[src/rtl/macrc_pkg.sv]
package macrc_pkg;

  // Both count tables are indexed by the 12-bit code A2A1A0 B2B1B0 C2C1C0 D2D1D0.
  localparam int unsigned TABLE_AW    = 12;
  localparam int unsigned TABLE_DEPTH = 1 << TABLE_AW;

  localparam int unsigned CFG_W   = 18;
  localparam int unsigned CFG_IW  = 3;
  localparam int unsigned SQ_W    = 15;
  localparam int unsigned ALT_W   = 18;
  localparam int unsigned SEC_W   = 16;
  localparam int unsigned CONF_W  = 8;

  // Configuration register indexes.
  localparam logic [CFG_IW-1:0] CFG_STAT_INTERVAL = 3'd0;
  localparam logic [CFG_IW-1:0] CFG_CONFIRM_COUNT = 3'd1;
  localparam logic [CFG_IW-1:0] CFG_CRUISE_LOW    = 3'd2;
  localparam logic [CFG_IW-1:0] CFG_CRUISE_HIGH   = 3'd3;

  localparam logic [SEC_W-1:0]         RST_STAT_INTERVAL = 16'd10;
  localparam logic [CONF_W-1:0]        RST_CONFIRM_COUNT = 8'd3;
  localparam logic signed [ALT_W-1:0]  RST_CRUISE_LOW    = 18'sd16700;
  localparam logic signed [ALT_W-1:0]  RST_CRUISE_HIGH   = 18'sd48900;

  // Emergency squawks: hijack, radio failure, general emergency.
  localparam logic [SQ_W-1:0] SQ_HIJACK    = 15'h7500;
  localparam logic [SQ_W-1:0] SQ_RADIO     = 15'h7600;
  localparam logic [SQ_W-1:0] SQ_EMERGENCY = 15'h7700;
  localparam logic [SQ_W-1:0] SQ_MASK      = 15'h7777;

  localparam logic signed [ALT_W-1:0] GILL_STEP_FT = 18'sd100;
  localparam logic [11:0]             GILL_OFFSET  = 12'd13;

  typedef enum logic [1:0] {
    CLASS_NONE   = 2'd0,
    CLASS_MODE_A = 2'd1,
    CLASS_MODE_C = 2'd2
  } class_t;

  typedef enum logic [1:0] {
    PATH_REJECT,
    PATH_DIRECT_A,
    PATH_SURE,
    PATH_DOUBT
  } path_t;

  typedef enum logic [2:0] {
    ST_CLEAR,
    ST_IDLE,
    ST_DECODE,
    ST_LOOKUP,
    ST_DECIDE,
    ST_COMMIT
  } state_t;

  typedef struct packed {
    path_t                    path;
    logic [TABLE_AW-1:0]      idx;
    logic [SQ_W-1:0]          sq;
    logic                     spi;
    logic                     gill_ok;
    logic [ALT_W-1:0]         alt;
  } dec_t;

endpackage

[src/rtl/macrc_decode.sv]
module macrc_decode import macrc_pkg::*; (
  input  logic       clk,
  input  logic       load_in,
  input  logic       load_dec,
  input  logic [7:0] high_byte,
  input  logic [7:0] low_byte,
  output dec_t       dec_r
);

  logic [7:0]          hi_r;
  logic [7:0]          lo_r;
  logic [14:0]         m;
  logic [SQ_W-1:0]     sq;
  logic [2:0]          cv;
  logic [2:0]          dv;
  logic                reject;
  logic                emerg;
  logic                sure_rule;
  logic [2:0]          one_raw;
  logic [2:0]          one_fix;
  logic [2:0]          one_fin;
  logic [7:0]          five;
  logic [10:0]         five5;
  logic [11:0]         hund;
  logic                gill_ok;
  logic [ALT_W-1:0]    alt;
  dec_t                dec_nxt;

  always_ff @(posedge clk) begin
    if (load_in) begin
      hi_r <= high_byte;
      lo_r <= low_byte;
    end
  end

  // Rearrange the raw reply bits into the ABCD nibble layout.
  always_comb begin
    m      = '0;
    m[4]   = hi_r[4];
    m[12]  = hi_r[3];
    m[5]   = hi_r[2];
    m[13]  = hi_r[1];
    m[6]   = hi_r[0];
    m[7]   = hi_r[7];
    m[14]  = lo_r[7];
    m[8]   = lo_r[5];
    m[0]   = lo_r[4];
    m[9]   = lo_r[3];
    m[1]   = lo_r[2];
    m[10]  = lo_r[1];
    m[2]   = lo_r[0];
  end

  assign sq     = m & SQ_MASK;
  assign cv     = m[6:4];
  assign dv     = m[2:0];
  assign reject = ((hi_r == 8'd0) && (lo_r == 8'd0)) || lo_r[6];
  assign emerg  = (sq == SQ_HIJACK) || (sq == SQ_RADIO) || (sq == SQ_EMERGENCY);
  assign sure_rule = (cv == 3'd0) || (cv == 3'd5) || (cv == 3'd7) ||
                     (dv != 3'd0 && dv != 3'd4);

  // Gillham decode: the C bits give the hundreds digit in reflected code,
  // the D, A and B bits give the five-hundreds count in Gray code.
  always_comb begin
    one_raw = (m[4] ? 3'd7 : 3'd0) ^ (m[5] ? 3'd3 : 3'd0) ^ (m[6] ? 3'd1 : 3'd0);
    one_fix = ((one_raw & 3'd5) == 3'd5) ? (one_raw ^ 3'd2) : one_raw;
    five = (m[1]  ? 8'hFF : 8'h00) ^ (m[2]  ? 8'h7F : 8'h00) ^
           (m[12] ? 8'h3F : 8'h00) ^ (m[13] ? 8'h1F : 8'h00) ^
           (m[14] ? 8'h0F : 8'h00) ^ (m[8]  ? 8'h07 : 8'h00) ^
           (m[9]  ? 8'h03 : 8'h00) ^ (m[10] ? 8'h01 : 8'h00);
    one_fin = five[0] ? (3'd6 - one_fix) : one_fix;
    gill_ok = !(m[0] || m[7]) && (m[7:4] != 4'd0) && (one_fix <= 3'd5);
    five5 = {1'b0, five, 2'b00} + {3'b000, five};
    hund  = {1'b0, five5} + {9'd0, one_fin} - GILL_OFFSET;
    alt   = $signed({{(ALT_W-12){hund[11]}}, hund}) * GILL_STEP_FT;
  end

  always_comb begin
    dec_nxt.idx     = {m[14:12], m[10:8], m[6:4], m[2:0]};
    dec_nxt.sq      = sq;
    dec_nxt.spi     = m[7];
    dec_nxt.gill_ok = gill_ok;
    dec_nxt.alt     = alt;
    priority if (reject) begin
      dec_nxt.path = PATH_REJECT;
    end else if (m[7] || emerg) begin
      dec_nxt.path = PATH_DIRECT_A;
    end else if (sure_rule) begin
      dec_nxt.path = PATH_SURE;
    end else begin
      dec_nxt.path = PATH_DOUBT;
    end
  end

  always_ff @(posedge clk) begin
    if (load_dec) begin
      dec_r <= dec_nxt;
    end
  end

endmodule

[config.mk]
export PLATFORM = sky130hd
export DESIGN_NAME = macrc_decode
export DESIGN_NICKNAME = d
export VERILOG_FILES = /design/src/rtl/macrc_pkg.sv /design/src/rtl/macrc_decode.sv
export SDC_FILE = /design/constraint.sdc
export NUM_CORES = 1
export LEC_CHECK = 0
export BUFFER_PORTS_ARGS = -buffer_cell sky130_fd_sc_hd__buf_2
export CORE_UTILIZATION = 45
export CTS_CLUSTER_SIZE = 30
export DETAILED_ROUTE_END_ITERATION = 12
export GPL_TIMING_DRIVEN = 0
export PLACE_DENSITY = 0.65
export RECOVER_POWER = 100
export SYNTH_ARGS = -nofsm -noshare
export SYNTH_HDL_FRONTEND = slang
export SYNTH_SLANG_ARGS = --single-unit
[constraint.sdc]
create_clock -name clk -period 10.1 [get_ports clk]
set_input_delay 0.505 -clock clk [delete_from_list [all_inputs] [get_ports clk]]
set_output_delay 0.505 -clock clk [all_outputs]
set_load 0.03 [all_outputs]
==> impl_metrics.csv <==
group,metric,value,unit
setup_path,timing.rr.start,"lo_r[2]$_DFFE_PP_",
placement,port_buffers,62,
final_layout,final_nets,462,
route,antenna_left,0,
global_route,track_usage,14.8,%
synthesis,yosysSeqAreaShare,40.9,%
synthesis,synth.avg_cell_area,11.5,µm²
hold_path,min_path_type,"primary input to flop",
outcome,violations,"capacitance limit, slew limit",
final_layout,layout.cells.non_filler,480,
setup_path,criticalPathCategory,"flop to flop",
setup_path,r2r_slack,2560,ps
setup_path,critPathTopFamily,"adder cells",
timing,period_minus_slack,7540,ps
timing,relSlewSlack,-18.4,%
synthesis,ys_types,39,
global_route,grt_util_met3,2.69,%
floorplan,die_h,90.6,µm
timing,rsz0062_at_grt,"no",
timing,worstMarginPinSlew,1780,ps
clock_network,post_cts.repair.setup_buffers,0,
clock_network,htreeDepth,2,
timing,skew,13.8,ps
global_route,grt_pass1_wl,9700,µm
timing,maxSlewViolCount,33,
setup_path,worstPathRequired,10170,ps
clock_network,clk_path_buf_depth,2,
global_route,gr-usage-met2,24.1,%
timing,timing.final.ws_setup,2560,ps
timing,fin_crit_sh,74.6,%
placement,dp_slack,2890,ps
floorplan,fp.dieW,90.6,µm
synthesis,synth_area,3530,µm²
setup_path,r2r-end,"dec_r[17]$_DFFE_PP_",
synthesis,yosysTopAreaCellShare,40.9,%
global_route,antenna_found_initial,0,
global_route,grt_max_degree,33,
synthesis,netlist_instances,307,
global_route,grt.busiest_layer,"met2",
clock_network,cts_buffers,5,
floorplan,ioPinCount,68,
global_route,grt_overflow,0,
setup_path,critPathLaunch,"lo_r[2]$_DFFE_PP_",
clock_network,cts-root-buf,"clkbuf_8",
run,maxCapViolations,1,
clock_network,cts_sinks,48,
clock_network,cts_hold_buf,0,
setup_path,startpoint_type,"flop",
global_route,grt_pass1_vias,2210,
setup_path,cp_slowest_cell,"edfxtp_1",
outcome,status,"finished with violations",
setup_path,critPathMaxStageDelay,500,ps
route,drtPass1Iterations,4,
placement,dp.final_hpwl,4310,µm
clock_network,clk_pin_slew,100,ps
timing,fmax,133,MHz
global_route,grtUsageMet1,19.8,%
final_layout,antenna_cells,0,
route,vias_per_cell,4.84,
synthesis,yosysMostFrequentCell,"ha_1",
setup_path,cp_common_cell,"ha_1",
clock_network,post_cts_resized,0,
setup_path,crit_fanout,7,
synthesis,async_flop_share,0,%
route,drt_iter0_drc,59,
floorplan,fp.dieArea,8200,µm²
setup_path,critPathCapture,"dec_r[17]$_DFFE_PP_",
route,drcViolationCount,0,
route,num_vias,2324,
route,avgRoutedWirePerCell,12.0,µm
synthesis,synthTopCellsByCount,"55 x ha_1, 48 x edfxtp_1, 35 x inv_1",
placement,gp_congestion,0.786,
setup_path,crit_path_end_kind,"flop",
placement,place_inst,472,
synthesis,synthTopCellsByArea,"edfxtp_1 41%, ha_1 20%, xnor2_1 5.0%, fa_1 4.5%, buf_4 4.0%",
final_layout,n_fill_cell,678,
setup_path,crit_buf_inv,5,
synthesis,synth_edf_count,48,
clock_network,clk_latency,310,ps
setup_path,rr_worst_depth,30,
final_layout,drive_gt1_share,12.1,%
synthesis,synth_warnings,0,
setup_path,cp.depth,30,
setup_path,critPathArrivalTime,7610,ps
floorplan,rows,31,
synthesis,ys_ff_latch,48,
floorplan,start_util,47.6,%
final_layout,syn2layout_area_growth,13.1,%
timing,hold_violations,0,
floorplan,core_area,7410,µm²
synthesis,ys.flop_type,"edfxtp_1",
synthesis,yosysTopAreaCell,"edfxtp_1",
clock_network,cts_tree,"yes",
timing,fin_tns_setup,0,ps
timing,setup_viol,0,
route,routed_wl,5750,µm
## state kept, by name (all words and copies together) (netlist names)
| name | cells |
|---|---|
| dec_r | 32 |
| hi_r | 8 |
| lo_r | 8 |
## final cells by class
class	count	area [µm²]	share of cell area [%]
Buffer	20	154	3.86
Clock inverter	3	42.5	1.07
Tap cell	99	124	3.10
Timing Repair Buffer	62	253	6.33
Inverter	35	131	3.29
Sequential cell	48	1440	36.1
Clock buffer	5	68.8	1.72
Multi-Input combinational cell	208	1780	44.5
## worst min-delay path by stage
stage,from,endpoint,slack [ps],cells after the start
after floorplan,hi_r[0]$_DFFE_PP_,dec_r[40]$_DFFE_PP_,430,0
after global placement,hi_r[0]$_DFFE_PP_,dec_r[40]$_DFFE_PP_,450,0
after detailed placement,hi_r[0]$_DFFE_PP_,dec_r[40]$_DFFE_PP_,450,0
after CTS,high_byte[2],hi_r[2]$_DFFE_PP_,370,1
after global routing,low_byte[1],lo_r[1]$_DFFE_PP_,360,1
final,low_byte[4],lo_r[4]$_DFFE_PP_,370,1
## layout by cell type, fill, tap and decap left out, types with 2 or more instances in the layout
master | synthesis | layout
conb_1 | 1 | 5
nand2_1 | 14 | 14
clkbuf_8 | 0 | 5
buf_2 | 0 | 16
or3_1 | 2 | 2
o21a_1 | 3 | 3
clkbuf_1 | 0 | 46
fa_1 | 8 | 8
nor2b_1 | 5 | 5
buf_4 | 19 | 19
nand2b_1 | 5 | 5
nand3_1 | 3 | 3
nor3_1 | 5 | 5
o21ai_0 | 14 | 14
ha_1 | 55 | 55
edfxtp_1 | 48 | 48
a21boi_0 | 2 | 2
inv_1 | 35 | 35
a211oi_1 | 3 | 3
mux2i_1 | 4 | 4
nor2_1 | 23 | 23
nor4b_1 | 2 | 2
xnor2_1 | 20 | 21
a21o_1 | 6 | 6
xor2_1 | 3 | 6
a21oi_1 | 8 | 8
## routing by layer
metal / up-vias / routed length, µm
met4: 0 / 76
li1: 1189 / -
met3: 8 / 191
met1: 1084 / 2770
met2: 43 / 2700
met5: - / 0
## per-stage QoR
stage	hold WS, ps	cell area [µm²]	util (%)
finish	374	3990	53.9
global route	362	3990	53.9
global placement	448	3980	53.7
CTS	366	4090	55.2
floorplan	428	3540	-
detailed placement	449	3980	53.7
## cells by family (layout without fill, tap and decap cells)
| family | after synthesis | in the layout | share of synthesized area (%) |
|---|---|---|---|
| other | 1 | 5 | 0.106 |
| XOR/XNOR | 29 | 29 | 9.11 |
| multiplexers | 5 | 5 | 1.45 |
| AO/OA/AOI/OAI | 44 | 44 | 8.05 |
| flip-flops | 48 | 48 | 40.9 |
| buffers and inverters | 55 | 125 | 8.09 |
| adder cells (fa/ha/maj) | 63 | 63 | 24.0 |
| AND/OR/NAND/NOR | 62 | 62 | 8.30 |
Power is not shown: default switching activity piles up to over one toggle a cycle in this logic, so the estimate is an artifact.
